`src/hdl/cts_ram.sv`:
```
`default_nettype none
module cts_ram #(
	parameter int WIDTH = 64,
	parameter int DEPTH = 64
) (
	input  wire logic                     clk,
	input  wire logic                     we,
	input  wire logic [$clog2(DEPTH)-1:0] waddr,
	input  wire logic [WIDTH-1:0]         wdata,
	input  wire logic                     re,
	input  wire logic [$clog2(DEPTH)-1:0] raddr,
	output logic      [WIDTH-1:0]         rdata
);

	logic [WIDTH-1:0] mem [DEPTH];

	// one write port, one registered read port
	always_ff @(posedge clk) begin
		if (we) begin
			mem[waddr] <= wdata;
		end
		if (re) begin
			rdata <= mem[raddr];
		end
	end

endmodule
`default_nettype wire

```
`config.mk`:
```
export PLATFORM = sky130hd
export DESIGN_NAME = cts_ram
export DESIGN_NICKNAME = d
export VERILOG_FILES = /design/src/hdl/cts_ram.sv
export SDC_FILE = /design/constraint.sdc
export NUM_CORES = 2
export LEC_CHECK = 0
export BUFFER_PORTS_ARGS = -buffer_cell sky130_fd_sc_hd__buf_2
export CORE_UTILIZATION = 34
export DETAILED_ROUTE_END_ITERATION = 12
export PLACE_DENSITY = 0.59
export SLEW_MARGIN = 0
export SYNTH_ARGS = -nofsm -noshare
export SYNTH_HDL_FRONTEND = slang
export SYNTH_SLANG_ARGS = --single-unit
export TNS_END_PERCENT = 30
```
`constraint.sdc`:
```
create_clock -name clk -period 10.7 [get_ports clk]
set_input_delay 1.07 -clock clk [delete_from_list [all_inputs] [get_ports clk]]
set_output_delay 1.07 -clock clk [all_outputs]
set_load 0.01 [all_outputs]
```
==> key figures <==
Clock tree
  – Clk_lat worst skew: 0.98 ns
  – Post-CTS setup buffers: 0
  – Clock sinks: 4160
  – CTS resizes: 0
  – # hold bufs at CTS: 0
  – Htree depth: 5
  – Root Driver: clkbuf_16
  – CTS max path bufs: 4
  – Clk pin slew, worst setup/hold paths: 0.06 ns
  – CTS tree: done
  – Num CTS Buffers: 416

Global route
  – Antenna violations before repair: 73
  – Largest net degree at the start of global routing: 126
  – First-pass GRT wire length: 623000 um
  – Total gr overflow: 0
  – Global Route Usage Sum: 19.2%
  – Number of global-route vias before repair: 76.4k

Worst setup path
  – Critical Path Start Type: input pin
  – CP Capture Type: register
  – WP data required: 11.31 ns
  – CP Class: in -> reg
  – Worst Path Arrival: 4.76 ns
  – Largest fanout on the critical path: 39

STA
  – Clock Skew: 0.0730 ns
  – Final Hold Viols: 0
  – Max Clk Rate: 0.241 GHz
  – RSZ-0062 raised after global routing: false
  – Max-slew violations: 0
  – Crit path time final: 4.14 ns
  – Final TNS setup: 0 ns
  – Crit share post-route: 38.7%
  – Final Setup Violations: 0
  – Slew @ Worst Pin: 1.35 ns
  – Rel. slew slack: 10.0%

Power
  – Power Total: 33.8 mW
  – PwrDens: 189 mW/mm^2
  – Worst vdd rail ir drop: 0.131 mV
  – Leakage power: 54.7 nW

Placed design
  – GPL Wtd Cong: 0.776
  – Placed insts: 12.7k
  – IO Port Bufs: 142
  – Post-DP HPWL: 241000 um

Detailed routing
  – Remaining antenna violation count: 0
  – Initial DRC count: 9725
  – Routed WL: 454000 um
  – WL/cell: 33.6 um
  – Vias/cell: 5.63
  – Drt drc: 12
  – DR vias: 76.0k
  – First-pass detailed-route iteration total: 10

Floorplanning
  – Die Wd: 682 um
  – Ports: 143
  – CORE AREA: 0.460 sq mm
  – Initial Util: 34.1%
  – Row cnt: 249
  – Die H: 682 um
  – Die ar.: 0.464 sq mm

Synth
  – Post-synth EDFFs: 4160
  – Cell taking the most area after synthesis: edfxtp_1
  – Top cells by area, synth: edfxtp_1 80%, mux4_2 15%, mux2i_1 0.86%
  – Syn_nets: 6677
  – Simple-Gate Fraction of Synth Area: 1.23%
  – Post-synth top flop: edfxtp_1
  – Synth cell types: 32
  – Synth Area in Adders: 0%
  – Synth warnings: 0
  – Commonest cells in the netlist: 4160 x edfxtp_1, 1024 x mux4_2, 170 x buf_2
  – Register bit total from synthesis: 4160
  – Post-synthesis sequential area ratio: 79.6%
  – Share of the synthesized area in the top cell type: 79.6%
  – Syn_area_per_cell: 23.8 sq um
  – Multiplexer share of the synthesized area: 15.6%
  – Post-synth ARST share: 0%
  – Largest family of logic cells by synthesized area: multiplexers
  – Cells after Synth: 6598
  – Most common cell in the synthesized netlist: edfxtp_1
  – Post-Syn Area: 0.157 sq mm
  – Compound-Gate Fraction of Synth Area: 2.47%
  – Synth Area in XOR/XNOR: 0%

Finish
  – Final std cells w/o fill: 13.5k
  – Fin nets: 7074
  – Share of cells above drive strength 1: 27.8%
  – Area grow syn2layout: 14.1%

Status
  – Failing checks: DRC
  – Outcome: complete, but fails checks

Min path
  – HP Class: in -> reg

Job
  – Total of max-cap violations: 0
-- cell type report --
class                   instances  area (sq um)
diodes                         31          77.6
clock buffers                 518         11000
clock inverters               240          2130
fillers                     40500        281000
inverters                      19          71.3
multi-input cells            2049         30800
flip-flops and latches       4160        125000
well taps                    6149          7690
repair buffers                349          2460
-- through the flow --
step / utilization [%] / hold WS (ns) / area [sq um] / worst slack, ns
floorplan: - / 0.865 / 157000 / 4.19
global placement: 36.1 / 0.891 / 166000 / 5.55
detailed placement: 36.1 / 0.888 / 166000 / 5.56
CTS: 38.9 / 0.652 / 179000 / 6.57
global route: 38.9 / 0.688 / 179000 / 6.29
finish: 38.9 / 0.710 / 179000 / 6.56
-- registers in the layout, summed over array words and instances, names as in the netlist --
name / cells
mem: 4096
rdata: 64
-- cells in the final DEF (no fill, tap or decap), types with 31 or more instances in the layout --
cell / instances
clkinv_1: 107
clkbuf_16: 424
a211oi_1: 63
buf_2: 138
mux4_2: 1024
a22oi_1: 168
clkbuf_1: 94
nand3_1: 45
buf_4: 195
nor2_4: 65
nor2_1: 47
edfxtp_1: 4160
and3_1: 64
diode_2: 31
nand2_1: 55
mux2i_1: 135
a22o_1: 88
clkinv_2: 65
o22ai_1: 83
o221ai_1: 38
-- report_power, final --
| part | internal (mW) | switching [mW] | total, mW |
|---|---|---|---|
| Clock | 7.96 | 6.18 | 14.1 |
| Sequential | 18.1 | 0.0726 | 18.2 |
| Combinational | 0.542 | 0.959 | 1.50 |
-- per-layer routing --
layer | global-route usage, % | up-vias | part of all wire [%]
met1 | 26.6 | 41900 | 40
met4 | 5.92 | 16 | 3.2
li1 | - | 29400 | -
met2 | 31.0 | 3940 | 48
met3 | 3.31 | 814 | 8.9
met5 | 0 | - | 0.021
-- critical path, stage by stage --
cell	delay (ns)
buf_2	0.66
nor2b_4	0.29
buf_4	0.71
buf_4	0.61
a22oi_1	0.23
and3_1	0.22
a211oi_1	0.85
-- final timing paths --
| check | endpoint | from | depth (start not counted) | slack, ns |
|---|---|---|---|---|
| worst max-delay path | rdata[21] | raddr[3] | 7 | 6.56 |
| worst max register to register | rdata[17] | mem[47][17] | 5 | 8.37 |
| worst min register to register | rdata[50] | mem[46][50] | 4 | 0.91 |
| worst min-delay path | rdata[61] | re | 1 | 0.71 |
-- kinds of logic (layout without fill, tap and decap cells) --
family          count (synthesis)  count (layout)
simple gates                  386             386
other cells                     0              31
compound gates                504             504
buf+inv                       389            1126
mux                          1159            1159
flops                        4160            4160
Power figures use the tool's default switching activity.
