## src/hdl/cts_pkg.sv

```systemverilog
`default_nettype none
package cts_pkg;

	localparam int DATA_W        = 32;
	localparam int ROW_W         = 6;
	localparam int MAX_ROWS_DEF  = 64;
	localparam int FRAC_BITS_DEF = 24;

	// complex fixed-point value
	typedef struct packed {
		logic signed [DATA_W-1:0] re;
		logic signed [DATA_W-1:0] im;
	} cplx_t;

	typedef enum logic {
		OP_MUL = 1'b0,
		OP_DIV = 1'b1
	} op_t;

	// request to the shared arithmetic unit
	typedef struct packed {
		logic  go;
		op_t   op;
		cplx_t x;
		cplx_t y;
	} alu_req_t;

	// status back from the shared arithmetic unit
	typedef struct packed {
		logic idle;
		logic done;
		logic dz;
	} alu_stat_t;

endpackage
`default_nettype wire

```

## src/hdl/cts_alu.sv

```systemverilog
`default_nettype none
module cts_alu import cts_pkg::*; #(
	parameter int FRAC_BITS = FRAC_BITS_DEF
) (
	input  wire logic      clk,
	input  wire logic      arst_n,
	input  wire alu_req_t  req,
	output cplx_t          z,
	output alu_stat_t      stat
);

	localparam int DIV_STEPS = 64 + FRAC_BITS;
	localparam int CNT_W     = $clog2(DIV_STEPS);
	localparam logic [33:0] QCAP = 34'h200000000;

	typedef enum logic [6:0] {
		A_IDLE = 7'b0000001,
		A_MUL  = 7'b0000010,
		A_ACC  = 7'b0000100,
		A_RND  = 7'b0001000,
		A_DCHK = 7'b0010000,
		A_DIV  = 7'b0100000,
		A_FIN  = 7'b1000000
	} astate_t;

	astate_t                  state_q;
	op_t                      op_q;
	cplx_t                    x_q, y_q, z_q;
	logic [2:0]               k_q;
	logic signed [63:0]       prod_s1;
	logic signed [64:0]       acc_a_q, acc_b_q, acc_c_q, acc_n;
	logic [DIV_STEPS-1:0]     dvd_q;
	logic [63:0]              rem_q;
	logic [33:0]              q_q, q_cap;
	logic [CNT_W-1:0]         cnt_q;
	logic                     part_q, dz_q;
	logic signed [DATA_W-1:0] opa, opb;
	logic                     acc_sub;
	logic [64:0]              rsh, rdiff;
	logic                     ge;
	logic [34:0]              q_next;

	function automatic logic [63:0] abs65(input logic signed [64:0] a);
		logic [64:0] n;
		n = -a;
		return a[64] ? n[63:0] : a[63:0];
	endfunction

	// sign and magnitude to saturated 32-bit two's complement
	function automatic logic [31:0] sat_sm(input logic neg, input logic [63:0] m);
		logic [31:0] r;
		if (!neg) begin
			r = (m > 64'h7FFFFFFF) ? 32'h7FFFFFFF : m[31:0];
		end else begin
			r = (m >= 64'h80000000) ? 32'h80000000 : (~m[31:0] + 32'd1);
		end
		return r;
	endfunction

	// round half away from zero at the fraction point
	function automatic logic [31:0] rnd(input logic signed [64:0] a);
		logic [63:0] t;
		t = abs65(a) + (64'd1 << (FRAC_BITS - 1));
		return sat_sm(a[64], t >> FRAC_BITS);
	endfunction

	// operand select for the product sequence
	always_comb begin
		opa = x_q.re;
		opb = y_q.re;
		case (k_q)
			3'd0: begin opa = y_q.re; opb = y_q.re; end
			3'd1: begin opa = y_q.im; opb = y_q.im; end
			3'd2: begin opa = x_q.re; opb = y_q.re; end
			3'd3: begin opa = x_q.im; opb = y_q.im; end
			3'd4: begin opa = x_q.im; opb = y_q.re; end
			3'd5: begin opa = x_q.re; opb = y_q.im; end
			default: begin opa = x_q.re; opb = y_q.re; end
		endcase
	end

	// accumulate step
	always_comb begin
		acc_sub = (k_q == 3'd3 && op_q == OP_MUL) || (k_q == 3'd5 && op_q == OP_DIV);
		case (k_q)
			3'd0, 3'd1: acc_n = acc_c_q;
			3'd2, 3'd3: acc_n = acc_a_q;
			default:    acc_n = acc_b_q;
		endcase
		acc_n = acc_sub ? acc_n - {prod_s1[63], prod_s1} : acc_n + {prod_s1[63], prod_s1};
	end

	// restoring division, one quotient bit a cycle
	always_comb begin
		rsh    = {rem_q, dvd_q[DIV_STEPS-1]};
		ge     = rsh >= {1'b0, acc_c_q[63:0]};
		rdiff  = ge ? rsh - {1'b0, acc_c_q[63:0]} : rsh;
		q_next = {q_q, ge};
		q_cap  = (q_next > {1'b0, QCAP}) ? QCAP : q_next[33:0];
	end

	always_ff @(posedge clk or negedge arst_n) begin
		if (!arst_n) begin
			state_q <= A_IDLE;
		end else begin
			unique case (state_q)
				A_IDLE: if (req.go) state_q <= A_MUL;
				A_MUL:  state_q <= A_ACC;
				A_ACC: begin
					if (k_q == 3'd5) begin
						state_q <= (op_q == OP_MUL) ? A_RND : A_DCHK;
					end else begin
						state_q <= A_MUL;
					end
				end
				A_RND:  state_q <= A_FIN;
				A_DCHK: state_q <= (acc_c_q == '0) ? A_FIN : A_DIV;
				A_DIV:  if (cnt_q == '0 && part_q) state_q <= A_FIN;
				A_FIN:  state_q <= A_IDLE;
				default: state_q <= A_IDLE;
			endcase
		end
	end

	// datapath registers
	always_ff @(posedge clk) begin
		case (state_q)
			A_IDLE: begin
				if (req.go) begin
					op_q    <= req.op;
					x_q     <= req.x;
					y_q     <= req.y;
					k_q     <= (req.op == OP_DIV) ? 3'd0 : 3'd2;
					acc_a_q <= '0;
					acc_b_q <= '0;
					acc_c_q <= '0;
					dz_q    <= 1'b0;
				end
			end
			A_MUL: prod_s1 <= opa * opb;
			A_ACC: begin
				case (k_q)
					3'd0, 3'd1: acc_c_q <= acc_n;
					3'd2, 3'd3: acc_a_q <= acc_n;
					default:    acc_b_q <= acc_n;
				endcase
				k_q <= k_q + 3'd1;
			end
			A_RND: begin
				z_q.re <= rnd(acc_a_q);
				z_q.im <= rnd(acc_b_q);
			end
			A_DCHK: begin
				if (acc_c_q == '0) begin
					z_q  <= '0;
					dz_q <= 1'b1;
				end else begin
					dvd_q  <= {abs65(acc_a_q), {FRAC_BITS{1'b0}}};
					rem_q  <= '0;
					q_q    <= '0;
					cnt_q  <= CNT_W'(DIV_STEPS - 1);
					part_q <= 1'b0;
				end
			end
			A_DIV: begin
				if (cnt_q == '0) begin
					if (!part_q) begin
						z_q.re <= sat_sm(acc_a_q[64], {30'd0, q_cap});
						dvd_q  <= {abs65(acc_b_q), {FRAC_BITS{1'b0}}};
						rem_q  <= '0;
						q_q    <= '0;
						cnt_q  <= CNT_W'(DIV_STEPS - 1);
						part_q <= 1'b1;
					end else begin
						z_q.im <= sat_sm(acc_b_q[64], {30'd0, q_cap});
					end
				end else begin
					dvd_q <= dvd_q << 1;
					rem_q <= rdiff[63:0];
					q_q   <= q_cap;
					cnt_q <= cnt_q - CNT_W'(1);
				end
			end
			default: begin
			end
		endcase
	end

	assign z         = z_q;
	assign stat.idle = (state_q == A_IDLE);
	assign stat.done = (state_q == A_FIN);
	assign stat.dz   = dz_q;

endmodule
`default_nettype wire

```

## config.mk

```make
export PLATFORM = sky130hd
export DESIGN_NAME = cts_alu
export DESIGN_NICKNAME = d
export VERILOG_FILES = /design/src/hdl/cts_pkg.sv /design/src/hdl/cts_alu.sv
export SDC_FILE = /design/constraint.sdc
export NUM_CORES = 2
export LEC_CHECK = 0
export ABC_AREA = 0
export ABC_CLOCK_PERIOD_IN_PS = 28600
export BUFFER_PORTS_ARGS = -buffer_cell sky130_fd_sc_hd__buf_2
export CORE_ASPECT_RATIO = 0.6
export CORE_MARGIN = 3
export CORE_UTILIZATION = 55
export DETAILED_ROUTE_END_ITERATION = 12
export PLACE_DENSITY_LB_ADDON = 0.25
export SYNTH_ARGS = -nofsm -noshare
export SYNTH_HDL_FRONTEND = slang
export SYNTH_SLANG_ARGS = --single-unit
```

## constraint.sdc

```tcl
create_clock -name clk -period 28.6 [get_ports clk]
set_input_delay 5.72 -clock clk [delete_from_list [all_inputs] [get_ports clk]]
set_output_delay 5.72 -clock clk [all_outputs]
set_load 0.05 [all_outputs]
```

==> run metrics <==
EDFF count, synth=626; post-synthesis sequential area ratio=0.240; wire per inst=25.5 um; TritonCTS clock tree=built; post-synth top area share=0.274; syn nets=10200; cell taking the most area after synthesis=fa_1; Worst EP arrival=11.72 ns; die area=149000 um2; slowest CP cell=mux2_2; final HPWL from detailed placement=215 mm; WS Path Type=register to register; clock buffer depth=3; initial cell density of the core=0.556; DP Worst Slack=17.55 ns; Placer Congestion=1.08; post-detailed-route count of antenna-violating nets=0; required time of the critical path=29.04 ns; Site Rows=107; total track usage=0.368; Fin Setup TNS=0 ns; Layout Nets=10200; clock-pin slew on the worst setup and hold paths=0.07 ns; Synth cell types=102; Syn Area/Cell=9.14 um2; most frequent cell on the critical path=fa_1; top_reg_cell synth=edfxtp_1; GR Overflow Total=0; FMAX=88.6 MHz; CP Max Fanout=33; setup ws final=17.32 ns; relative slew slack=-0.0323; total number of vias=67000; Tcrit/Tclk final=0.394; dominant cells by area after synthesis=fa_1 (27%), edfxtp_1 (24%), inv_1 (6.1%); Slew @ Worst Pin=1.55 ns; register bit total from synthesis=633; flop2flop setup slack=17.32 ns; largest net degree at the start of global routing=91; Buffers on Ports=198; crit end category=register; failing checks=capacitance limit, slew limit; share of cells above drive strength 1=0.0729; Hold WC Path Type=register to register; IO Pins=199; Die Span Y=300 um; worst-skew pair later-pin latency=0.72 ns; first-pass GRT wire length=411 mm; Tmin final=11.28 ns; count of final setup violators=0; FFs w/ async S/R, synth=0.0111; Yosys warnings=0; Post-synth top cells=inv_1 (1295), fa_1 (1084), nor2_1 (1009); Max H-tree Level=3; startpoint class of the critical path=register; Resize count post-CTS=0; initial antenna violation count=7; final hold vios=0; Slew Limit Fails=8; root buffer cell=clkbuf_16; Chip Width=496 um; Area growth syn-to-layout=7.01%; hold_buf cts=0; status=finished with violations; drt first pass iters=10; Post-Syn Area=79200 um2; clock skew=0.0474 ns; CORE AREA=142000 um2; Iteration-0 DRC Markers=9955; Max-Cap Viols=1; Post-CTS Setup Inserts=0; detailed-route DRC error count=0; cell with the most instances after synthesis=inv_1; RSZ-0062 raised after global routing=false; WL final=271 mm; clk sink count=633; Critical Path Max Stage Delay=0.75 ns; post-DR vias/cell=6.31; Num CTS Buffers=68; post-synthesis cell count=8662; number of global-route vias before repair=66100
kinds of logic (layout without fill, tap and decap cells):
family                   after synthesis  count (layout)  share of synthesized area
other                                  0               7                          0
flip-flops                           633             633                      0.240
XOR/XNOR                             447             447                     0.0498
multiplexers                         116             116                     0.0152
AND/OR/NAND/NOR                     2790            2790                      0.159
buffers and inverters               1738            1783                     0.0833
adder cells (fa/ha/maj)             1413            1413                      0.326
AO/OA/AOI/OAI                       1525            1525                      0.127
sequential cells by signal, indices dropped and copies added, names as in the netlist, 3 cells and up:
register  cells
q_q          34
state_q       7
acc_a_q      65
z            64
y_q          64
x_q          64
rem_q        64
acc_b_q      65
cnt_q         7
dvd_q        64
acc_c_q      65
k_q           3
prod_s1      64
layout make-up:
type,instances,area (um2)
Timing Repair Buffer,364,2240
Inverter,1296,4870
Multi-Input combinational cell,6291,53800
Clock buffer,76,1770
Sequential cell,633,19000
Tap cell,1907,2390
Clock inverter,47,628
Fill cell,12200,57700
Antenna cell,7,17.5
cells in the final DEF (no fill, tap or decap), types with 36 or more instances in the layout:
| cell type | n |
|---|---|
| edfxtp_1 | 626 |
| mux2i_1 | 66 |
| nor3_1 | 128 |
| xnor2_1 | 244 |
| fa_1 | 1084 |
| buf_2 | 198 |
| nand2b_1 | 55 |
| o31ai_1 | 69 |
| nand2_1 | 953 |
| o21ai_0 | 212 |
| xor2_1 | 199 |
| and3_1 | 64 |
| buf_4 | 166 |
| nor2_1 | 1007 |
| clkbuf_16 | 70 |
| a21oi_1 | 507 |
| ha_1 | 329 |
| o21a_1 | 36 |
| nand4_1 | 73 |
| nor4_1 | 81 |
| o22ai_1 | 38 |
| nand3_1 | 114 |
| or3_1 | 66 |
| a22oi_1 | 64 |
| a211oi_1 | 99 |
| inv_1 | 1294 |
| a21o_1 | 150 |
| o41ai_1 | 40 |
per-layer routing:
metal | global-route usage | vias to the layer above | wire length, um
li1 | - | 28800 | -
met4 | 0.0791 | 12 | 6670
met2 | 0.461 | 4773 | 100000
met5 | 0.0107 | - | 141
met3 | 0.200 | 523 | 52500
met1 | 0.548 | 32900 | 112000
metrics by stage:
stage	hold slack, ns	area, um2	cells	utilization
after floorplan	0.479	79200	8662	-
after global placement	0.523	82300	10500	0.578
after detailed placement	0.526	82300	10500	0.578
after CTS	0.523	84700	10600	0.595
after global routing	0.566	84700	10600	0.595
final	0.531	84700	10600	0.595
path summary, 6_finish.rpt:
kind                         from     endpoint  cells after the start
setup / recovery           k_q[0]  prod_s1[61]                     33
hold / removal               op_q   state_q[3]                      1
setup reg to reg           k_q[0]  prod_s1[61]                     33
hold reg to reg              op_q   state_q[3]                      1
max in group asynchronous  arst_n   state_q[0]                      1
min in group asynchronous  arst_n   state_q[1]                      1
worst max-delay path: cells and delay by family (launching register included):
family / cells / cell delay (ns)
adder cells (fa/ha/maj): 10 / 4.83
AO/OA/AOI/OAI: 9 / 2.41
buffers and inverters: 7 / 1.33
AND/OR/NAND/NOR: 5 / 1.07
multiplexers: 1 / 0.75
flip-flops: 1 / 0.50
XOR/XNOR: 1 / 0.08
Power is left out: the tool's default activity adds up to more than one toggle a clock period on the data nets, which glitch-free logic cannot reach.
